[config.mk]
export PLATFORM = sky130hd
export DESIGN_NAME = rsqs_corner
export DESIGN_NICKNAME = d
export VERILOG_FILES = /design/src/sv/assert_macros.svh /design/src/sv/rsqs_pkg.sv /design/src/sv/rsqs_corner.sv
export SDC_FILE = /design/constraint.sdc
export NUM_CORES = 1
export LEC_CHECK = 0
export BUFFER_PORTS_ARGS = -buffer_cell sky130_fd_sc_hd__buf_2
export CAP_MARGIN = 20
export CORE_AREA = 3 3 293 295
export DETAILED_ROUTE_END_ITERATION = 10
export DIE_AREA = 0 0 296 298
export PLACE_DENSITY_LB_ADDON = 0.05
export SKIP_LAST_GASP = 1
export SYNTH_ARGS = -nofsm -noshare
export SYNTH_HDL_FRONTEND = slang
export SYNTH_SLANG_ARGS = --single-unit
[constraint.sdc]
create_clock -name clk -period 0.8 [get_ports clk]
set_input_delay 0.08 -clock clk [delete_from_list [all_inputs] [get_ports clk]]
set_output_delay 0.08 -clock clk [all_outputs]
set_load 0.005 [all_outputs]
[src/sv/assert_macros.svh]
// Assertion macros for the RTL, included by rsqs_front.
// Each macro checks a property on the rising edge of clk, disabled while rst_n is low.
`ifndef ASSERT_MACROS_SVH
`define ASSERT_MACROS_SVH

`ifndef NO_ASSERTIONS

// Same-cycle implication
`define ASSERT_IMPLIES(label, ante, cons) \
    label: assert property (@(posedge clk) disable iff (!rst_n) (ante) |-> (cons)) \
        else $error("assertion failed");

// Next-cycle implication
`define ASSERT_NEXT(label, ante, cons) \
    label: assert property (@(posedge clk) disable iff (!rst_n) (ante) |=> (cons)) \
        else $error("assertion failed");

`else

`define ASSERT_IMPLIES(label, ante, cons)
`define ASSERT_NEXT(label, ante, cons)

`endif

`endif

[src/sv/rsqs_pkg.sv]
package rsqs_pkg;

    // Field widths
    localparam int COORD_W = 32;
    localparam int DIR_W   = 16;
    localparam int PROD_W  = COORD_W + DIR_W;
    // Two products plus the rounding constant, with headroom
    localparam int SUM_W   = PROD_W + 2;
    // Q1.14 scale plus the halving of the size
    localparam int FRAC_SHIFT = 15;
    // Shifted offset plus centre, before saturation
    localparam int POS_W   = SUM_W - FRAC_SHIFT + 1;
    localparam int TEX_W   = COORD_W + 1;

    localparam logic signed [SUM_W-1:0] ROUND_HALF = SUM_W'(1) <<< (FRAC_SHIFT - 1);

    // Corner codes
    localparam logic [1:0] CORNER_FIRST = 2'd0;
    localparam logic [1:0] CORNER_LAST  = 2'd3;

    // One sprite as held for its four corners
    typedef struct packed {
        logic signed [PROD_W-1:0]  dcw;   // cos * width
        logic signed [PROD_W-1:0]  dsh;   // sin * height
        logic signed [PROD_W-1:0]  dsw;   // sin * width
        logic signed [PROD_W-1:0]  dch;   // cos * height
        logic signed [COORD_W-1:0] cx;
        logic signed [COORD_W-1:0] cy;
        logic signed [COORD_W-1:0] ux;
        logic signed [COORD_W-1:0] vy;
        logic signed [COORD_W-1:0] uw;
        logic signed [COORD_W-1:0] vh;
        logic [COORD_W-1:0]        depth;
        logic [COORD_W-1:0]        rgba;
    } sprite_t;

    // One corner after offset combination
    typedef struct packed {
        logic [1:0]                corner;
        logic signed [SUM_W-1:0]   tx;
        logic signed [SUM_W-1:0]   ty;
        logic signed [COORD_W-1:0] cx;
        logic signed [COORD_W-1:0] cy;
        logic signed [COORD_W-1:0] tex_u;
        logic signed [COORD_W-1:0] tex_v;
        logic [COORD_W-1:0]        depth;
        logic [COORD_W-1:0]        rgba;
    } corner_t;

    // Clamp a texture sum to the signed 32 bit range
    function automatic logic signed [COORD_W-1:0] sat_tex(input logic signed [TEX_W-1:0] v);
        logic signed [COORD_W-1:0] r;
        if (v[TEX_W-1] != v[COORD_W-1])
            r = v[TEX_W-1] ? {1'b1, {(COORD_W-1){1'b0}}} : {1'b0, {(COORD_W-1){1'b1}}};
        else
            r = v[COORD_W-1:0];
        return r;
    endfunction

    // Clamp a position sum to the signed 32 bit range
    function automatic logic signed [COORD_W-1:0] sat_pos(input logic signed [POS_W-1:0] v);
        logic signed [COORD_W-1:0] r;
        if (v[POS_W-1:COORD_W-1] != {(POS_W-COORD_W+1){v[POS_W-1]}})
            r = v[POS_W-1] ? {1'b1, {(COORD_W-1){1'b0}}} : {1'b0, {(COORD_W-1){1'b1}}};
        else
            r = v[COORD_W-1:0];
        return r;
    endfunction

endpackage

[src/sv/rsqs_corner.sv]
module rsqs_corner
    import rsqs_pkg::*;
(
    input  logic       clk,
    input  logic       rst_n,
    input  sprite_t    sprite,
    input  logic       valid,
    input  logic [1:0] corner,
    output corner_t    cor,
    output logic       cor_valid
);

    logic                      side_x;
    logic                      side_y;
    logic signed [SUM_W-1:0]   a_cw;
    logic signed [SUM_W-1:0]   a_sh;
    logic signed [SUM_W-1:0]   a_sw;
    logic signed [SUM_W-1:0]   a_ch;
    logic signed [SUM_W-1:0]   ow_x;
    logic signed [SUM_W-1:0]   oh_x;
    logic signed [SUM_W-1:0]   ow_y;
    logic signed [SUM_W-1:0]   oh_y;
    logic signed [TEX_W-1:0]   u_sum;
    logic signed [TEX_W-1:0]   v_sum;
    logic                      valid_reg;
    corner_t                   cor_reg;
    corner_t                   cor_next;

    assign side_x = corner[1];
    assign side_y = corner[0];

    // Widen the products before signing them
    assign a_cw = SUM_W'(sprite.dcw);
    assign a_sh = SUM_W'(sprite.dsh);
    assign a_sw = SUM_W'(sprite.dsw);
    assign a_ch = SUM_W'(sprite.dch);

    // Pick the sign of each half-size term for this corner
    assign ow_x = side_x ? a_cw : -a_cw;
    assign oh_x = side_y ? a_sh : -a_sh;
    assign ow_y = side_x ? a_sw : -a_sw;
    assign oh_y = side_y ? a_ch : -a_ch;

    // Texture origin plus the rectangle size on the far sides
    assign u_sum = TEX_W'(sprite.ux) + (side_x ? TEX_W'(sprite.uw) : TEX_W'(0));
    assign v_sum = TEX_W'(sprite.vy) + (side_y ? TEX_W'(sprite.vh) : TEX_W'(0));

    always_comb
    begin
        cor_next.corner = corner;
        cor_next.tx     = ow_x - oh_x + ROUND_HALF;
        cor_next.ty     = ow_y + oh_y + ROUND_HALF;
        cor_next.cx     = sprite.cx;
        cor_next.cy     = sprite.cy;
        cor_next.tex_u  = sat_tex(u_sum);
        cor_next.tex_v  = sat_tex(v_sum);
        cor_next.depth  = sprite.depth;
        cor_next.rgba   = sprite.rgba;
    end

    always_ff @(posedge clk or negedge rst_n)
    begin
        if (!rst_n)
            valid_reg <= 1'b0;
        else
            valid_reg <= valid;
    end

    always_ff @(posedge clk)
    begin
        cor_reg <= cor_next;
    end

    assign cor       = cor_reg;
    assign cor_valid = valid_reg;

endmodule

==> run_results.csv, run 1 <==
group,metric,value,unit
clocking,cts_buffers,40,
route,wirelength,104000,um
clocking,max-clock-path-buffers,3,
timing,min_period_over_period,4.97,
timing,period_minus_slack,3980,ps
setup_path,worstPathRequired,1230,ps
route,highest_layer,"met5",
route,drc,0,
timing,max_freq,0.252,GHz
power,ir_drop,1.38,mV
global_routing,grt_usage,0.219,
setup_path,setup.worst_path.start_class,"primary input",
timing,rsz0062_at_grt,"true",
clocking,cts.sinks,295,
placement,port_buffers,747,
clocking,htreeDepth,2,
timing,worst_slew_pin_slew,580,ps
setup_path,arrival,4400,ps
route,route.met2.wl,53200,um
setup_path,crit_chain,"buf_6 -> or4_4 -> or4b_4 -> buf_4 -> nor4_4 -> nor2_1 -> xnor2_1 -> ha_1 -> ha_4 -> nand4_1 -> o221a_4 -> or4_4 -> a31oi_4 -> o2111a_2 -> o21ai_4 -> a22oi_2 -> o311ai_2",
clocking,cts_root_buffer,"clkbuf_16",
status,violations,"negative hold slack, negative setup slack",
synthesis,synth_edf_count,0,
setup_path,cpMostUsedCell,"or4_4",
route,wl_per_cell,19.1,um
global_routing,grt_start_max_net_pins,58,
worst_hold_path,min_from,"sprite[160]",
global_routing,grt_pass1_wl,149000,um
synthesis,yosys_most_used_dff,"dfxtp_1",
timing,layout_setup_ws,-3180,ps
setup_path,end_kind,"flop",
cells_and_area,drive_above_1_share,0.510,
cells_and_area,syn_to_final_growth,86.0,%
timing,report.final.hold_viol_count,3,
floorplanning,ios,748,
worst_hold_path,whs_endpoint,"cor[96]$_DFF_P_",
worst_hold_path,hold_path_depth,4,
cells_and_area,final_common_cell,"buf_4",
global_routing,antenna_found_initial,55,
timing,slew_headroom,0.611,
cells_and_area,final_cells,5431,
setup_path,slowest_stage,"or4b_4",
synthesis,ys_seq_area_frac,0.283,
floorplanning,die_w,296,um
route,vias_per_cell,4.61,
setup_path,crit_buf_inv,2,
setup_path,cp_max_fo,6,
synthesis,ys_types,82,
placement,post-place-ws,-3890,ps
clocking,clkTransAtPathRegs,60,ps
timing,holdWs,-82.4,ps
cells_and_area,nNetsFinal,5005,
worst_hold_path,hp-class,"in -> reg",
route,m1WireLength,40300,um
synthesis,synth-seq-cells,295,
synthesis,netlist_area,20900,um2
flow_run,maxCapViolations,0,
status,status,"finished, violations left",
placement,placedCellCount,5092,
route,ant_nets,0,
floorplanning,num_rows,106,
floorplanning,dieArea,88200,um2
route,wl_met3,6840,um
synthesis,synth_top_area_frac,0.282,
placement,hpwl,86500,um
route,num_vias,25038,
power,p_per_area,2070,nW/um2
clocking,postCtsHoldBufs,133,
floorplanning,core,83400,um2
global_routing,grt_pass1_vias,25746,
power,total_power,80.5,mW
setup_path,timing_worst_setup_path_type,"in -> reg",
cells_and_area,final_cell_area,38900,um2
route,first_pass_iters,5,
cells_and_area,largest_register_ffs,294,
synthesis,async_reset_ff_frac,0.00339,
clocking,cts_tree,"built",
power,p_leak,19.0,nW
setup_path,path_delay_family,"simple AND/OR/NAND/NOR gates",
cells_and_area,final_cell_mix,"buf_4, buf_2, dfxtp_1",
route,drtIter0Drc,878,
synthesis,synth_area_leaders,"dfxtp_1, ha_1, xor2_1",
synthesis,ys.warnings.count,0,
synthesis,syn-instance-count,2495,
floorplanning,start_util,0.251,
synthesis,synth_top_area_cell,"dfxtp_1",
synthesis,syn_nets,3214,
global_routing,grt_overflow,0,
timing,setup_violations,457,
cells_and_area,nFillCells,8207,
floorplanning,die_h,298,um
timing,slew_violations,0,
setup_path,crit_path_max_incr_delay,570,ps
placement,placed_area,33000,um2
placement,gp_congestion,0.922,
synthesis,avgSynthCellArea,8.38,um2
-- stage by stage --
stage	TNS, ps	util
after detailed placement	-471460	0.396
after global placement	-469740	0.396
after global routing	-466360	0.465
final	-433870	0.466
after floorplan	-403750	-
after CTS	-450340	0.446
-- repair_timing --
action	in CTS	in global routing
endpoints found under the setup margin	457	457
pin swaps	147	180
setup buffers	46	55
gates cloned	0	7
resized for setup	245	221
endpoints found under the hold margin	137	3
-- logic make-up after synthesis --
family	share of synthesized area
compound gates	0.208
mux	0.00467
buf+inv	0.0315
xor+xnor	0.140
flops	0.283
simple gates	0.171
fa+ha+maj	0.162
-- synth_stat cells (all sizes together) (31+ instances only) --
cell	count
dfxtp	294
clkbuf	77
nor3	74
nand2	115
ha	262
a31oi	36
a21oi	290
nand3	31
inv	81
o21ai	128
nor2	220
nor4	40
a21o	102
xnor2	139
xor2	194
and2	79
-- area by class of cell --
cell class                 instances  area (um2)  area share
sequential                       295        5910       0.152
inverter                          81         304     0.00782
tap                             1080        1350      0.0348
clock buffer                      52        1090      0.0279
timing repair buffer            1838       12800       0.328
antenna                           35        87.6     0.00225
clock inverter                    20         256     0.00660
multi-input combinational       2030       17100       0.440
-- power by group --
| part | total, mW | switching, mW | internal [mW] |
|---|---|---|---|
| Combinational | 42.0 | 20.5 | 21.5 |
| Clock | 18.6 | 7.38 | 11.2 |
| Sequential | 19.9 | 1.32 | 18.6 |
-- worst max-delay path by stage --
stage	start	cells past startpoint	end
global route	sprite[258]	21	cor[241]$_DFF_P_
finish	sprite[258]	17	cor[241]$_DFF_P_
global placement	sprite[317]	21	cor[239]$_DFF_P_
floorplan	sprite[261]	19	cor[241]$_DFF_P_
CTS	sprite[258]	18	cor[241]$_DFF_P_
detailed placement	sprite[261]	21	cor[241]$_DFF_P_
-- metal layers --
layer  global-route usage  vias up
met5                    0        -
met4               0.0656       26
met3               0.0568      175
met2                0.409      602
met1                0.239    11696
li1                     -    12539
(Power assumes the default switching activity.)
==> inputs of run 2 (changes only) <==
Settings changed: ABC_AREA set to 1, CORE_AREA 3 3 293 295 to 3 3 288 290, DIE_AREA 0 0 296 298 to 0 0 291 293.
==> run 2 against run 1 <==
The flow still finishes with violations (negative hold slack, negative setup slack). Combinational power rose by 29%. Clock power fell by 6%. Total power rose by 13%.
==> run_results.csv, run 2 <==
group,metric,value,unit
clocking,clkTransAtPathRegs,60,ps
cells_and_area,largest_register_ffs,294,
power,pwr-share-comb,0.595,
synthesis,synth_top_family_by_area,"simple AND/OR/NAND/NOR gates",
power,p_sw,36.0,mW
synthesis,synth_area_leaders,"dfxtp_1, nand2_1, ha_1",
route,wl_met3,8530,um
route,drtIter0Drc,1634,
synthesis,async_reset_ff_frac,0.00339,
setup_path,cp_max_fo,4,
flow_run,maxCapViolations,0,
placement,port_buffers,747,
synthesis,ys.warnings.count,0,
route,vias_per_cell,4.63,
synthesis,synth_most_common_cell,"nand2_1",
timing,holdWs,-127,ps
timing,worst_slew_pin_slew,505,ps
power,p_per_area,1850,nW/um2
global_routing,antenna_found_initial,48,
cells_and_area,drive_above_1_share,0.513,
route,wl_per_cell,18.9,um
route,num_vias,33386,
clocking,cts_buffers,35,
route,m1WireLength,56700,um
synthesis,yosys.area_share.adder,0.132,
timing,setup_tns,-323060,ps
route,highest_layer,"met5",
synthesis,synth.area.mux_share,0,
synthesis,avgSynthCellArea,6.40,um2
global_routing,grt_overflow,0,
floorplanning,start_util,0.317,
setup_path,end_kind,"flop",
synthesis,syn-instance-count,3989,
setup_path,timing_worst_setup_path_type,"in -> reg",
power,switching_share,0.395,
clocking,cts_tree,"built",
timing,slew_violations,0,
synthesis,synth-compound-area-share,0.106,
timing,layout_setup_ws,-2090,ps
synthesis,synth_edf_count,0,
power,p_clk_frac,0.191,
synthesis,ys_seq_area_frac,0.231,
global_routing,grt_usage,0.301,
synthesis,yosys.area_share.simple,0.339,
synthesis,synth-xor-area-share,0.0981,
route,route.met2.wl,66100,um
clocking,max-clock-path-buffers,3,
route,first_pass_iters,5,
floorplanning,die_w,291,um
synthesis,synth_top_area_cell,"dfxtp_1",
cells_and_area,post-route-util,0.614,
status,violations,"negative hold slack, negative setup slack",
timing,report.final.hold_viol_count,2,
cells_and_area,nNetsFinal,6818,
global_routing,grt_start_max_net_pins,43,
placement,hpwl,116000,um
floorplanning,num_rows,104,
setup_path,setup.worst_path.start_class,"primary input",
clocking,cts_root_buffer,"clkbuf_16",
timing,rsz0062_at_grt,"true",
worst_hold_path,hp-class,"in -> reg",
clocking,postCtsHoldBufs,133,
synthesis,synth_top_area_frac,0.231,
synthesis,netlist_area,25500,um2
floorplanning,ios,748,
synthesis,yosys_most_used_dff,"dfxtp_1",
floorplanning,dieArea,85300,um2
setup_path,arrival,3350,ps
route,ant_nets,0,
setup_path,worstPathRequired,1260,ps
cells_and_area,syn_to_final_growth,93.7,%
cells_and_area,final_common_cell,"buf_4",
placement,gp_congestion,0.942,
cells_and_area,final_cell_mix,"buf_4, nand2_1, buf_2",
timing,slew_headroom,0.662,
clocking,htreeDepth,2,
synthesis,yosys-top-cells-count,"nand2_1, inv_1, nor2_1",
floorplanning,die_h,293,um
power,ir_drop,2.18,mV
status,status,"finished, violations left",
global_routing,grt_pass1_vias,33170,
floorplanning,core,80500,um2
synthesis,syn_nets,4708,
global_routing,grt_pass1_wl,197000,um
synthesis,ys_types,51,
timing,max_freq,0.346,GHz
power,p_int,55.2,mW
synthesis,synth-seq-cells,295,
route,drc,0,
power,p_seq_frac,0.214,
clocking,cts.sinks,295,
timing,min_period_over_period,3.61,
power,p_leak,25.4,nW
timing,setup_violations,458,
route,wirelength,136000,um
timing,period_minus_slack,2890,ps
[run 2: cell types whose count changed in the layout (fill, tap and decap cells not counted), sizes merged, moves of 40 or more]
cell,before,now
nand2,115,1168
inv,84,578
nor2,220,503
buf,1701,1981
nand3,31,202
a21o,102,13
xnor2,139,52
a21oi,290,212
and2,79,4
o21ai,128,169
xor2,194,234
[run 2: critical path: stages]
cell and delay, ps:
buf_6 90, or2_4 260, nor2_4 120, nand3_4 110, nor2_4 230, buf_12 150
buf_4 100, buf_4 110, a31oi_1 90, xor2_1 160, ha_1 340, ha_4 330
nand2_4 70, nor2_4 160, nand2_2 90, buf_6 130, nor4_4 290, nand3_2 220
nand4_1 140, nand2_1 60
[run 2: area by class of cell]
cell class | count | area [um2]
fillers | 7567 | 31100
clock buffers | 45 | 985
multi-input cells | 3076 | 23500
flip-flops and latches | 295 | 5910
inverters | 577 | 2280
diodes | 28 | 70.1
well taps | 1060 | 1330
repair buffers | 2114 | 15200
clock inverters | 17 | 246
[run 2: power groups by stage]
| stage | clock network, mW | registers, mW | logic [mW] |
|---|---|---|---|
| floorplan | 0 | 20.2 | 20.6 |
| global placement | 0 | 19.8 | 43.0 |
| detailed placement | 0 | 19.9 | 42.9 |
| CTS | 18.0 | 19.6 | 48.3 |
| global route | 18.5 | 19.8 | 58.2 |
| finish | 17.5 | 19.6 | 54.3 |
[run 2: routing by layer]
metal	up-vias	global-route usage
li1	16950	-
met1	15228	0.371
met2	993	0.534
met3	199	0.0550
met4	16	0.0906
met5	-	0
[run 2: logic make-up (layout without fill, tap and decap cells)]
family,after synthesis,count (layout)
adders and majority gates,266,266
other,0,28
buffers and inverters,618,2753
xor gates and xnor gates,286,286
and+or+nand+nor,2053,2053
AOI/OAI and AO/OA,471,471
DFF,295,295
[run 2: final timing paths]
check / startpoint / to / cells after the start
min in group asynchronous: rst_n / cor_valid$_DFF_PN0_ / 3
worst min-delay path: sprite[128] / cor[64]$_DFF_P_ / 4
worst max-delay path: sprite[404] / cor[285]$_DFF_P_ / 20
max in group asynchronous: rst_n / cor_valid$_DFF_PN0_ / 3
[run 2: repair_timing]
action	4_1_cts	5_1_grt
hold endpoints to repair	136	3
setup buffers	79	80
endpoints found under the setup margin	457	458
resized for setup	561	589
pin swaps	265	409
[run 2: through the flow]
| stage | instances | setup slack (ps) | instance area (um2) | total power, mW |
|---|---|---|---|---|
| after global routing | 7198 | -2230 | 49400 | 96.6 |
| after CTS | 7113 | -2000 | 46300 | 85.9 |
| final | 7212 | -2090 | 49500 | 91.3 |
| after detailed placement | 6844 | -3010 | 40800 | 62.7 |
| after global placement | 6844 | -3070 | 40800 | 62.9 |
| after floorplan | 3989 | -2050 | 27800 | 40.8 |
