`config.mk`:
```
export PLATFORM = sky130hd
export DESIGN_NAME = rsqs_out
export DESIGN_NICKNAME = d
export VERILOG_FILES = /design/src/sv/assert_macros.svh /design/src/sv/rsqs_pkg.sv /design/src/sv/rsqs_out.sv
export SDC_FILE = /design/constraint.sdc
export NUM_CORES = 1
export LEC_CHECK = 0
export BUFFER_PORTS_ARGS = -buffer_cell sky130_fd_sc_hd__buf_2
export CAP_MARGIN = 25
export CORE_AREA = 3 3 192 194
export CTS_CLUSTER_DIAMETER = 100
export DETAILED_ROUTE_END_ITERATION = 8
export DIE_AREA = 0 0 195 197
export PLACE_DENSITY = 0.46
export SLEW_MARGIN = 20
export SYNTH_ARGS = -nofsm -noshare
export SYNTH_HDL_FRONTEND = slang
export SYNTH_SLANG_ARGS = --single-unit
```
`constraint.sdc`:
```
create_clock -name clk -period 0.8 [get_ports clk]
set_input_delay 0.16 -clock clk [delete_from_list [all_inputs] [get_ports clk]]
set_output_delay 0.16 -clock clk [all_outputs]
set_load 0.05 [all_outputs]
```
`src/sv/assert_macros.svh`:
```
// Assertion macros for the RTL, included by rsqs_front.
// Each macro checks a property on the rising edge of clk, disabled while rst_n is low.
`ifndef ASSERT_MACROS_SVH
`define ASSERT_MACROS_SVH

`ifndef NO_ASSERTIONS

// Same-cycle implication
`define ASSERT_IMPLIES(label, ante, cons) \
    label: assert property (@(posedge clk) disable iff (!rst_n) (ante) |-> (cons)) \
        else $error("assertion failed");

// Next-cycle implication
`define ASSERT_NEXT(label, ante, cons) \
    label: assert property (@(posedge clk) disable iff (!rst_n) (ante) |=> (cons)) \
        else $error("assertion failed");

`else

`define ASSERT_IMPLIES(label, ante, cons)
`define ASSERT_NEXT(label, ante, cons)

`endif

`endif

```
`src/sv/rsqs_pkg.sv`:
```
package rsqs_pkg;

    // Field widths
    localparam int COORD_W = 32;
    localparam int DIR_W   = 16;
    localparam int PROD_W  = COORD_W + DIR_W;
    // Two products plus the rounding constant, with headroom
    localparam int SUM_W   = PROD_W + 2;
    // Q1.14 scale plus the halving of the size
    localparam int FRAC_SHIFT = 15;
    // Shifted offset plus centre, before saturation
    localparam int POS_W   = SUM_W - FRAC_SHIFT + 1;
    localparam int TEX_W   = COORD_W + 1;

    localparam logic signed [SUM_W-1:0] ROUND_HALF = SUM_W'(1) <<< (FRAC_SHIFT - 1);

    // Corner codes
    localparam logic [1:0] CORNER_FIRST = 2'd0;
    localparam logic [1:0] CORNER_LAST  = 2'd3;

    // One sprite as held for its four corners
    typedef struct packed {
        logic signed [PROD_W-1:0]  dcw;   // cos * width
        logic signed [PROD_W-1:0]  dsh;   // sin * height
        logic signed [PROD_W-1:0]  dsw;   // sin * width
        logic signed [PROD_W-1:0]  dch;   // cos * height
        logic signed [COORD_W-1:0] cx;
        logic signed [COORD_W-1:0] cy;
        logic signed [COORD_W-1:0] ux;
        logic signed [COORD_W-1:0] vy;
        logic signed [COORD_W-1:0] uw;
        logic signed [COORD_W-1:0] vh;
        logic [COORD_W-1:0]        depth;
        logic [COORD_W-1:0]        rgba;
    } sprite_t;

    // One corner after offset combination
    typedef struct packed {
        logic [1:0]                corner;
        logic signed [SUM_W-1:0]   tx;
        logic signed [SUM_W-1:0]   ty;
        logic signed [COORD_W-1:0] cx;
        logic signed [COORD_W-1:0] cy;
        logic signed [COORD_W-1:0] tex_u;
        logic signed [COORD_W-1:0] tex_v;
        logic [COORD_W-1:0]        depth;
        logic [COORD_W-1:0]        rgba;
    } corner_t;

    // Clamp a texture sum to the signed 32 bit range
    function automatic logic signed [COORD_W-1:0] sat_tex(input logic signed [TEX_W-1:0] v);
        logic signed [COORD_W-1:0] r;
        if (v[TEX_W-1] != v[COORD_W-1])
            r = v[TEX_W-1] ? {1'b1, {(COORD_W-1){1'b0}}} : {1'b0, {(COORD_W-1){1'b1}}};
        else
            r = v[COORD_W-1:0];
        return r;
    endfunction

    // Clamp a position sum to the signed 32 bit range
    function automatic logic signed [COORD_W-1:0] sat_pos(input logic signed [POS_W-1:0] v);
        logic signed [COORD_W-1:0] r;
        if (v[POS_W-1:COORD_W-1] != {(POS_W-COORD_W+1){v[POS_W-1]}})
            r = v[POS_W-1] ? {1'b1, {(COORD_W-1){1'b0}}} : {1'b0, {(COORD_W-1){1'b1}}};
        else
            r = v[COORD_W-1:0];
        return r;
    endfunction

endpackage

```
`src/sv/rsqs_out.sv`:
```
module rsqs_out
    import rsqs_pkg::*;
(
    input  logic                      clk,
    input  logic                      rst_n,
    input  corner_t                   cor,
    input  logic                      cor_valid,
    output logic                      strobe,
    output logic [1:0]                corner,
    output logic signed [COORD_W-1:0] pos_x,
    output logic signed [COORD_W-1:0] pos_y,
    output logic signed [COORD_W-1:0] tex_u,
    output logic signed [COORD_W-1:0] tex_v,
    output logic [COORD_W-1:0]        depth_out,
    output logic [COORD_W-1:0]        rgba_out,
    output logic                      last
);

    logic signed [POS_W-1:0]   px_wide;
    logic signed [POS_W-1:0]   py_wide;
    logic                      strobe_reg;
    logic [1:0]                corner_reg;
    logic signed [COORD_W-1:0] pos_x_reg;
    logic signed [COORD_W-1:0] pos_y_reg;
    logic signed [COORD_W-1:0] tex_u_reg;
    logic signed [COORD_W-1:0] tex_v_reg;
    logic [COORD_W-1:0]        depth_reg;
    logic [COORD_W-1:0]        rgba_reg;
    logic                      last_reg;

    // Drop the fraction (rounding already added) and add the centre
    assign px_wide = POS_W'(cor.tx >>> FRAC_SHIFT) + POS_W'(cor.cx);
    assign py_wide = POS_W'(cor.ty >>> FRAC_SHIFT) + POS_W'(cor.cy);

    always_ff @(posedge clk or negedge rst_n)
    begin
        if (!rst_n)
            strobe_reg <= 1'b0;
        else
            strobe_reg <= cor_valid;
    end

    // Hold the word for its single output cycle
    always_ff @(posedge clk)
    begin
        corner_reg <= cor.corner;
        pos_x_reg  <= sat_pos(px_wide);
        pos_y_reg  <= sat_pos(py_wide);
        tex_u_reg  <= cor.tex_u;
        tex_v_reg  <= cor.tex_v;
        depth_reg  <= cor.depth;
        rgba_reg   <= cor.rgba;
        last_reg   <= (cor.corner == CORNER_LAST);
    end

    assign strobe    = strobe_reg;
    assign corner    = corner_reg;
    assign pos_x     = pos_x_reg;
    assign pos_y     = pos_y_reg;
    assign tex_u     = tex_u_reg;
    assign tex_v     = tex_v_reg;
    assign depth_out = depth_reg;
    assign rgba_out  = rgba_reg;
    assign last      = last_reg;

endmodule

```
==> results of run 1 <==
[power by group through the flow]
stage / Combinational (W) / Sequential [W] / Clock [W]
finish: 0.0177 / 0.0122 / 0.00928
global route: 0.0186 / 0.0123 / 0.00991
CTS: 0.0174 / 0.0121 / 0.00963
detailed placement: 0.0136 / 0.0116 / 0
global placement: 0.0136 / 0.0116 / 0
floorplan: 0.00429 / 0.0159 / 0
[cells in the final DEF, fill, tap and decap left out, types with 18 or more instances in the layout]
| master | netlist | routed |
|---|---|---|
| buf_4 | 0 | 267 |
| buf_2 | 11 | 254 |
| dfxtp_2 | 0 | 187 |
| buf_8 | 0 | 166 |
| dlygate4sd3_1 | 0 | 133 |
| nand2_1 | 65 | 63 |
| a21oi_1 | 119 | 61 |
| a21oi_2 | 2 | 50 |
| nor2_1 | 48 | 47 |
| buf_6 | 3 | 44 |
| xor2_1 | 33 | 33 |
| ha_1 | 70 | 33 |
| o21ai_1 | 30 | 32 |
| ha_4 | 0 | 29 |
| o21ai_0 | 46 | 27 |
| xnor2_1 | 27 | 27 |
| a21o_1 | 23 | 23 |
| inv_1 | 21 | 19 |
| nand3_1 | 22 | 18 |
[final cells by class]
cell class | instances | area share
multi-input cells | 651 | 0.291
clock buffers | 17 | 0.0225
clock inverters | 15 | 0.0109
flip-flops and latches | 196 | 0.222
well taps | 461 | 0.0305
inverters | 21 | 0.00417
diodes | 6 | 0.000795
repair buffers | 879 | 0.418
[worst max-delay path by stage]
stage	from	to	slack [ns]	cells after the start
after CTS	cor[257]	pos_x[30]$_DFF_P_	-1.74	15
final	cor[166]	pos_x[30]$_DFF_P_	-1.75	13
after floorplan	cor[160]	pos_x[0]$_DFF_P_	-1.95	14
after detailed placement	cor[160]	pos_x[25]$_DFF_P_	-2.35	15
after global routing	cor[257]	pos_x[16]$_DFF_P_	-1.86	16
after global placement	cor[188]	pos_x[26]$_DFF_P_	-2.32	13
[through the flow]
step / instances / instance area (sq um) / utilization / hold WS, ns / worst slack [ns]
CTS: 2240 / 18600 / 0.525 / 0.0295 / -1.74
global placement: 2055 / 13900 / 0.392 / -0.0649 / -2.32
floorplan: 912 / 9130 / - / -0.136 / -1.95
global route: 2246 / 18900 / 0.534 / 0.0430 / -1.86
finish: 2246 / 18900 / 0.534 / 0.0586 / -1.75
detailed placement: 2055 / 13900 / 0.392 / -0.0632 / -2.35
[timing repair]
item / in CTS / in global routing
setup endpoints to repair: 260 / 260
buffers inserted: 20 / 3
hold buffers: 133 / 0
gates cloned: 3 / 0
gates resized for setup: 815 / 79
pin swaps: 60 / 25
endpoints found under the hold margin: 133 / 0
[routing by layer]
| layer | share of wire | vias up |
|---|---|---|
| li1 | - | 5010 |
| met1 | 0.41 | 4674 |
| met2 | 0.52 | 290 |
| met3 | 0.051 | 36 |
| met4 | 0.018 | 2 |
| met5 | 0.00032 | - |
[logic make-up (layout without fill, tap and decap cells)]
| family | after synthesis | count (layout) | share of synthesized area |
|---|---|---|---|
| compound gates | 305 | 305 | 0.218 |
| simple gates | 212 | 212 | 0.119 |
| flops | 196 | 196 | 0.459 |
| fa+ha+maj | 72 | 72 | 0.107 |
| buf+inv | 65 | 932 | 0.0328 |
| xor+xnor | 60 | 60 | 0.0614 |
| mux | 2 | 2 | 0.00234 |
| other cells | 0 | 6 | 0 |
[worst max-delay path: stages]
cell	delay [ns]
buf_2	0.10
ha_1	0.37
a21oi_1	0.25
nor3_1	0.07
a211o_1	0.28
a211o_1	0.32
and3_4	0.16
or4_4	0.55
mux2i_4	0.19
nand2b_4	0.10
buf_12	0.14
buf_8	0.13
o21ai_1	0.11
==> metrics.yaml, run 1 <==
min_path:
  hp-class: "in2reg"
  holdPathStages: 3
  hold_end: "pos_x[0]$_DFF_P_"
  min_from: "cor[160]"
status:
  status: "finished with violations"
  violations: "setup timing"
cts:
  htree_levels: 4
  clkSlewWorstSetupHoldPaths_ns: 0.08
  cts_root_buf: "clkbuf_16"
  numCtsBuffers: 17
  cts.sinks: 196
  cts_tree: "yes"
  cts_buffer_depth: 2
critical_path:
  path_class: "in2reg"
  crit_path_max_fanout: 7
  endpoint_kind: "flip-flop"
  arrival_ns: 2.93
  critical_path_required_ns: 1.19
  startpoint_type: "primary input"
global_routing:
  met1_usage: 0.239
  grt_max_degree: 24
  antenna_found_initial: 8
  use_met3: 0.0475
  groute.usage.overall: 0.203
  grt_overflow: 0
  grt.met2_usage: 0.366
  top_usage_layer: "met2"
  grt_pass1_wl_um: 61000
  grt_pass1_vias: 10839
sta:
  hold_violations: 0
  max-slew-margin-rel: 0.727
  max_freq_mhz: 392
  period_needed_ns: 2.55
  setup_ws_ns: -1.75
  setup_tns_ns: -163.53
  setup_viol: 260
  finalCritPeriodShare: 3.19
  rsz0062_at_grt: "true"
  worstMarginPinSlew_ns: 0.405
  maxSlewViolCount: 0
placed_design:
  hpwl_um: 30600
  place_congestion: 0.870
  port_buffers: 462
synthesis:
  synthTopCellsByCount: "195 x dfxtp_1, 119 x a21oi_1, 70 x ha_1, 65 x nand2_1, 48 x nor2_1"
  synth_top_area_frac: 0.456
  synth_ff_type: "dfxtp_1"
  yosysTopAreaCell: "dfxtp_1"
  ys.warnings.count: 0
  ys_seq_area_frac: 0.459
  syn_area_sq_mm: 0.00855
  synth_nets: 1281
  ys_types: 64
  synth_area_leaders: "dfxtp_1 46%, ha_1 10%, a21oi_1 7.0%"
  avgSynthCellArea_sq_um: 9.38
  yosys_register_bits: 196
  yosysMostFrequentCell: "dfxtp_1"
  synth_edf_count: 0
  synthesis.instances: 912
  ys_async_sr_fraction: 0.00510
final_layout:
  nNetsFinal: 2135
  n_fill_cell: 3123
  seq_area_sq_mm: 0.00419
  multi_input_area_sq_mm: 0.00549
  area_growth_syn_to_layout_pct: 121
  drive_above_1_share: 0.648
routing:
  vias: 10012
  antenna_violating_nets_post_route: 0
  wl_per_cell_um: 18.0
  firstDrtPassIters: 5
  drt_iter0_drc: 299
  viasPerCell: 4.46
  wirelength_um: 40400
  drc: 0
die:
  coreArea_sq_mm: 0.0354
  num_rows: 69
  ios: 493
  start_util: 0.242
  dieArea_sq_mm: 0.0384
  dieWidth_um: 195
  die_h_um: 197
pwr:
  seqPwrFrac: 0.311
  max-vdd-ir-drop_mv: 2.81
  p_leak_nw: 8.48
  clkPwrFrac: 0.237
  p_comb_frac: 0.452
  p_int_w: 0.0238
  power.switching_w: 0.0153
  switching_share: 0.391
  power_density_mw_per_mm2: 2070
  p_total_w: 0.0391
run:
  maxCapViolCount: 0
No activity file was read; power rests on OpenSTA's default activity.
==> run 2: changes to the inputs <==
--- a/config.mk
+++ b/config.mk
@@ -12,6 +12,7 @@
 export DETAILED_ROUTE_END_ITERATION = 8
 export DIE_AREA = 0 0 195 197
 export PLACE_DENSITY = 0.46
+export SETUP_SLACK_MARGIN = 0.5
 export SLEW_MARGIN = 20
 export SYNTH_ARGS = -nofsm -noshare
 export SYNTH_HDL_FRONTEND = slang
==> metrics.yaml, run 2 (synthesized netlist as in run 1, its figures left out) <==
final_layout:
  nNetsFinal: 2017  # -5.5%
  final_cells: 2124  # -5.4%
  final_cell_mix: "271 x buf_4, 257 x buf_2, 195 x dfxtp_4"
  final_common_cell: "buf_4"
  area_growth_syn_to_layout_pct: 117
  drive_above_1_share: 0.721  # +0.0737
  fin_area_sq_mm: 0.0186  # -1.7%
  n_fill_cell: 3125  # +0.064%
global_routing:
  grt_pass1_wl_um: 57100  # -6.4%
  grt_overflow: 0  # unchanged
  antenna_found_initial: 4  # -4
  groute.usage.overall: 0.191  # -0.0125
  grt_pass1_vias: 10135  # -6.5%
  grt_max_degree: 30  # +25%
pwr:
  power_density_mw_per_mm2: 2100  # +1.5%
  p_int_w: 0.0240  # +0.83%
  clkPwrFrac: 0.230  # -0.007
  seqPwrFrac: 0.314  # +0.003
  p_comb_frac: 0.456  # +0.004
  p_leak_nw: 8.21  # -3.2%
  power.switching_w: 0.0150  # -1.9%
  max-vdd-ir-drop_mv: 1.67  # -40%
  switching_share: 0.384  # -0.00655
cts:
  htree_levels: 4  # unchanged
  numCtsBuffers: 17  # unchanged
  cts.sinks: 196  # unchanged
  cts_buffer_depth: 2  # unchanged
  cts_root_buf: "clkbuf_16"
  cts_tree: "yes"
  clkSlewWorstSetupHoldPaths_ns: 0.09  # about the same
  cts.hold.buffers_added: 1  # -99%
critical_path:
  arrival_ns: 2.93  # about the same
  critical_path_required_ns: 1.18  # about the same
  max_stage_delay_ns: 0.53  # -0.02 ns
  cp_common_cell: "a211o_1"
  path_class: "in2reg"
  cp_cell_sequence: "buf_8 -> ha_4 -> a21o_1 -> a21oi_4 -> a21oi_2 -> a211o_1 -> a211o_1 -> and3_4 -> or4_4 -> mux2i_4 -> nand2b_4 -> clkbuf_16 -> o21ai_2"
  path_buf_inv: 2  # -1
  crit_path_max_fanout: 7  # unchanged
  endpoint_kind: "flip-flop"
  critPathTopFamily: "compound AO/OA/AOI/OAI gates"
  startpoint_type: "primary input"
  cpMaxStageDelayCell: "or4_4"
sta:
  rsz0062_at_grt: "true"
  hold_violations: 132  # +132
  period_needed_ns: 2.55  # -0.00127 ns
  worstMarginPinSlew_ns: 0.404  # -0.00148 ns
  holdWs_ns: -0.202  # -0.261 ns
  finalCritPeriodShare: 3.18  # about the same
  maxSlewViolCount: 0  # unchanged
  setup_viol: 260  # unchanged
  setup_ws_ns: -1.75  # +0.00127 ns
  max-slew-margin-rel: 0.728  # about the same
  max_freq_mhz: 393  # about the same
min_path:
  min_from: "cor[49]"
  hp-class: "in2reg"
  hold_end: "depth_out[17]$_DFF_P_"
  holdPathStages: 1  # -2
routing:
  antenna_violating_nets_post_route: 0  # unchanged
  drc: 0  # unchanged
  wirelength_um: 38700  # -4.3%
  vias: 9622  # -3.9%
  drt_iter0_drc: 246  # -18%
  wl_per_cell_um: 18.2  # +1.2%
  viasPerCell: 4.53  # +1.6%
  firstDrtPassIters: 5  # unchanged
status:
  violations: "hold timing, setup timing"
  status: "finished with violations"
die:
  ios: 493  # unchanged
  dieWidth_um: 195  # unchanged
  die_h_um: 197  # unchanged
  coreArea_sq_mm: 0.0354  # unchanged
  num_rows: 69  # unchanged
  start_util: 0.242  # unchanged
  dieArea_sq_mm: 0.0384  # unchanged
placed_design:
  hpwl_um: 30900  # +1.1%
  port_buffers: 462  # unchanged
  pre_cts_ws_ns: -2.29  # +0.0584 ns
  dp.cells: 2050  # -0.24%
  place_congestion: 0.852  # -2.1%
  place_area_sq_mm: 0.0145  # +4.8%
run:
  maxCapViolCount: 0  # unchanged
-- run 2: power by group through the flow --
stage / Sequential, W / Combinational, W / Clock (W)
floorplan: 0.0162 / 0.00429 / 0
global placement: 0.0119 / 0.0136 / 0
detailed placement: 0.0119 / 0.0136 / 0
CTS: 0.0123 / 0.0168 / 0.00938
global route: 0.0124 / 0.0187 / 0.00975
finish: 0.0122 / 0.0178 / 0.00897
-- run 2: worst max-delay path by stage --
stage,from,slack (ns),cells after the start,endpoint
2_1_floorplan,cor[160],-1.95,14,pos_x[0]$_DFF_P_
3_3_place_gp,cor[175],-2.28,13,pos_x[26]$_DFF_P_
3_5_place_dp,cor[160],-2.29,15,pos_x[27]$_DFF_P_
4_1_cts,cor[163],-1.65,13,pos_x[28]$_DFF_P_
5_1_grt,cor[180],-1.82,14,pos_x[23]$_DFF_P_
6_report,cor[163],-1.75,13,pos_x[18]$_DFF_P_
-- run 2: per-layer routing --
metal / vias up / track usage / share of wire
li1: 4757 / - / -
met1: 4532 / 0.223 / 0.41
met2: 296 / 0.349 / 0.53
met3: 33 / 0.0385 / 0.048
met4: 4 / 0.0626 / 0.016
met5: - / 0 / 0.00067
-- run 2: cell type report --
cell class,instances,area [sq um],area share
diodes,2,5.00,0.000270
clock buffers,18,429,0.0231
clock inverters,14,184,0.00991
inverters,21,81.3,0.00438
multi-input cells,651,5720,0.308
flip-flops and latches,196,4660,0.251
well taps,461,577,0.0311
repair buffers,761,6910,0.372
-- run 2: what timing repair did --
item,in CTS,in global routing
gates resized for setup,669,122
endpoints found under the hold margin,133,132
gates cloned,1,4
pin swaps,40,74
endpoints found under the setup margin,260,260
buffers inserted,25,9
-- run 2: metrics by stage --
step | hold WS (ns) | TNS [ns] | power (W) | utilization
after floorplan | -0.136 | -112.90 | 0.0205 | -
after global placement | -0.0642 | -139.04 | 0.0255 | 0.410
after detailed placement | -0.0623 | -140.59 | 0.0255 | 0.410
after CTS | -0.236 | -166.58 | 0.0384 | 0.502
after global routing | -0.237 | -178.70 | 0.0408 | 0.524
final | -0.202 | -165.99 | 0.0390 | 0.524
==> run 3: changes to the inputs <==
--- a/config.mk
+++ b/config.mk
@@ -5,14 +5,15 @@
 export SDC_FILE = /design/constraint.sdc
 export NUM_CORES = 1
 export LEC_CHECK = 0
-export BUFFER_PORTS_ARGS = -buffer_cell sky130_fd_sc_hd__buf_2
 export CAP_MARGIN = 25
-export CORE_AREA = 3 3 192 194
+export CORE_AREA = 3 3 191 193
 export CTS_CLUSTER_DIAMETER = 100
 export DETAILED_ROUTE_END_ITERATION = 8
-export DIE_AREA = 0 0 195 197
-export PLACE_DENSITY = 0.46
+export DIE_AREA = 0 0 194 196
+export DONT_BUFFER_PORTS = 1
+export PLACE_DENSITY = 0.35
 export SETUP_SLACK_MARGIN = 0.5
+export SKIP_LAST_GASP = 1
 export SLEW_MARGIN = 20
 export SYNTH_ARGS = -nofsm -noshare
 export SYNTH_HDL_FRONTEND = slang
==> constraint.sdc (replaced) <==
create_clock -name clk -period 2.55 [get_ports clk]
set_input_delay 0.51 -clock clk [delete_from_list [all_inputs] [get_ports clk]]
set_output_delay 0.51 -clock clk [all_outputs]
set_load 0.05 [all_outputs]
==> metrics.yaml, run 3 (synthesized netlist as in run 1, its figures left out) <==
routing:
  viasPerCell: 4.72  # +4.2%
  drc: 0  # unchanged
  wirelength_um: 34500  # -11%
  wl_per_cell_um: 21.1  # +16%
  drt_iter0_drc: 292  # +19%
  vias: 7719  # -20%
  firstDrtPassIters: 5  # unchanged
  antenna_violating_nets_post_route: 0  # unchanged
die:
  dieWidth_um: 194  # -0.51%
  dieArea_sq_mm: 0.0380  # -1.0%
  ios: 493  # unchanged
  num_rows: 68  # -1.4%
  die_h_um: 196  # -0.51%
  coreArea_sq_mm: 0.0347  # -1.9%
  start_util: 0.246  # +0.00476
pwr:
  max-vdd-ir-drop_mv: 0.501  # -70%
  p_leak_nw: 5.41  # -34%
  power_density_mw_per_mm2: 811  # -61%
global_routing:
  grt.met2_usage: 0.292  # -0.0561
  use_met3: 0.0479  # +0.00945
  antenna_found_initial: 8  # +4
  top_usage_layer: "met2"
  met1_usage: 0.219  # -0.00429
  grt_overflow: 0  # unchanged
  grt_max_degree: 29  # -3.3%
  grt_pass1_wl_um: 50600  # -11%
  groute.usage.overall: 0.173  # -0.0176
  grt_pass1_vias: 7998  # -21%
min_path:
  hp-class: "in2reg"
cts:
  cts_tree: "yes"
  clkSlewWorstSetupHoldPaths_ns: 0.09  # about the same
  cts_root_buf: "clkbuf_16"
  htree_levels: 4  # unchanged
  numCtsBuffers: 17  # unchanged
  cts_buffer_depth: 2  # unchanged
  cts.sinks: 196  # unchanged
status:
  status: "finished with violations"
  violations: "setup timing"
sta:
  setup_viol: 62  # -76%
  max-slew-margin-rel: 0.586  # -0.142
  holdWs_ns: 0.0769  # +0.279 ns
  maxSlewViolCount: 0  # unchanged
  max_freq_mhz: 347
  rsz0062_at_grt: "true"
  finalCritPeriodShare: 1.13
  hold_violations: 0  # -100%
  setup_ws_ns: -0.333  # +1.41 ns
  period_needed_ns: 2.88
  setup_tns_ns: -16.75  # +149.24 ns
  worstMarginPinSlew_ns: 0.621  # +0.217 ns
critical_path:
  crit_path_max_fanout: 18  # +11
  startpoint_type: "primary input"
  max_stage_delay_ns: 0.53  # about the same
  endpoint_kind: "flip-flop"
  arrival_ns: 3.25  # +0.32 ns
  critical_path_required_ns: 2.92  # +1.74 ns
  cpMaxStageDelayCell: "or4_4"
  critPathTopFamily: "compound AO/OA/AOI/OAI gates"
  path_class: "in2reg"
  cp_cell_sequence: "ha_4 -> inv_2 -> fa_2 -> nand2b_4 -> a21oi_2 -> o211ai_1 -> a21oi_2 -> buf_4 -> a41oi_4 -> xnor2_2 -> or4_4 -> mux2i_4 -> nand2b_4 -> buf_12 -> o21ai_1"
  path_buf_inv: 3  # +1
final_layout:
  drive_above_1_share: 0.396  # -0.326
  nNetsFinal: 1534  # -24%
  final_common_cell: "buf_4"
  area_growth_syn_to_layout_pct: 50.2
  fin_area_sq_mm: 0.0129  # -31%
  final_cell_mix: "251 x buf_4, 195 x dfxtp_1, 67 x a21oi_1"
  post-route-util: 0.370  # -0.154
placed_design:
  place_congestion: 0.820  # -3.8%
  hpwl_um: 27800  # -10%
  port_buffers: 0  # -100%
  place_area_sq_mm: 0.0113  # -22%
run:
  maxCapViolCount: 0  # unchanged
[run 3: changes by cell type in the layout (fill, tap and decap cells not counted), moves of 11 or more]
cell,change
buf_2,-257
o21ai_2,-19
dfxtp_1,+195
dfxtp_4,-195
buf_6,-11
buf_12,-18
buf_4,-20
buf_8,-178
[run 3: cell type report]
type,instances,area (sq um)
well taps,455,569
clock inverters,14,178
fillers,3513,21900
inverters,21,78.8
multi-input cells,651,5310
diodes,3,7.51
flip-flops and latches,196,3930
repair buffers,278,2350
clock buffers,18,429
[run 3: power breakdown]
| part | total, W | internal [W] | switching [W] |
|---|---|---|---|
| clock | 0.00273 | 0.00134 | 0.00139 |
| sequential | 0.00504 | 0.00345 | 0.00159 |
| combinational | 0.00266 | 0.00136 | 0.00131 |
[run 3: through the flow]
stage	setup slack (ns)	instances	total power, W
6_report	-0.333	1636	0.0104
5_1_grt	-0.411	1634	0.0109
4_1_cts	-0.370	1627	0.0104
3_5_place_dp	-0.917	1571	0.00732
3_3_place_gp	-0.892	1571	0.00735
2_1_floorplan	-0.547	912	0.00633
[run 3: path summary, 6_finish.rpt]
check	depth (start not counted)	to	from
setup / recovery	15	pos_x[2]$_DFF_P_	cor[160]
hold / removal	0	tex_u[14]$_DFF_P_	cor[110]
max in group asynchronous	1	strobe$_DFF_PN0_	rst_n
min in group asynchronous	1	strobe$_DFF_PN0_	rst_n
[run 3: timing repair]
item,4_1_cts,5_1_grt
setup buffers,17,6
hold endpoints to repair,1,0
endpoints found under the setup margin,64,64
pin swaps,32,30
cloned,6,0
hold buffers,1,0
resized for setup,70,40
[run 3: layer usage]
layer,routed length (um),up-vias
met5,34,-
met4,466,4
met3,2040,31
met2,16900,261
met1,15000,3617
li1,-,3806
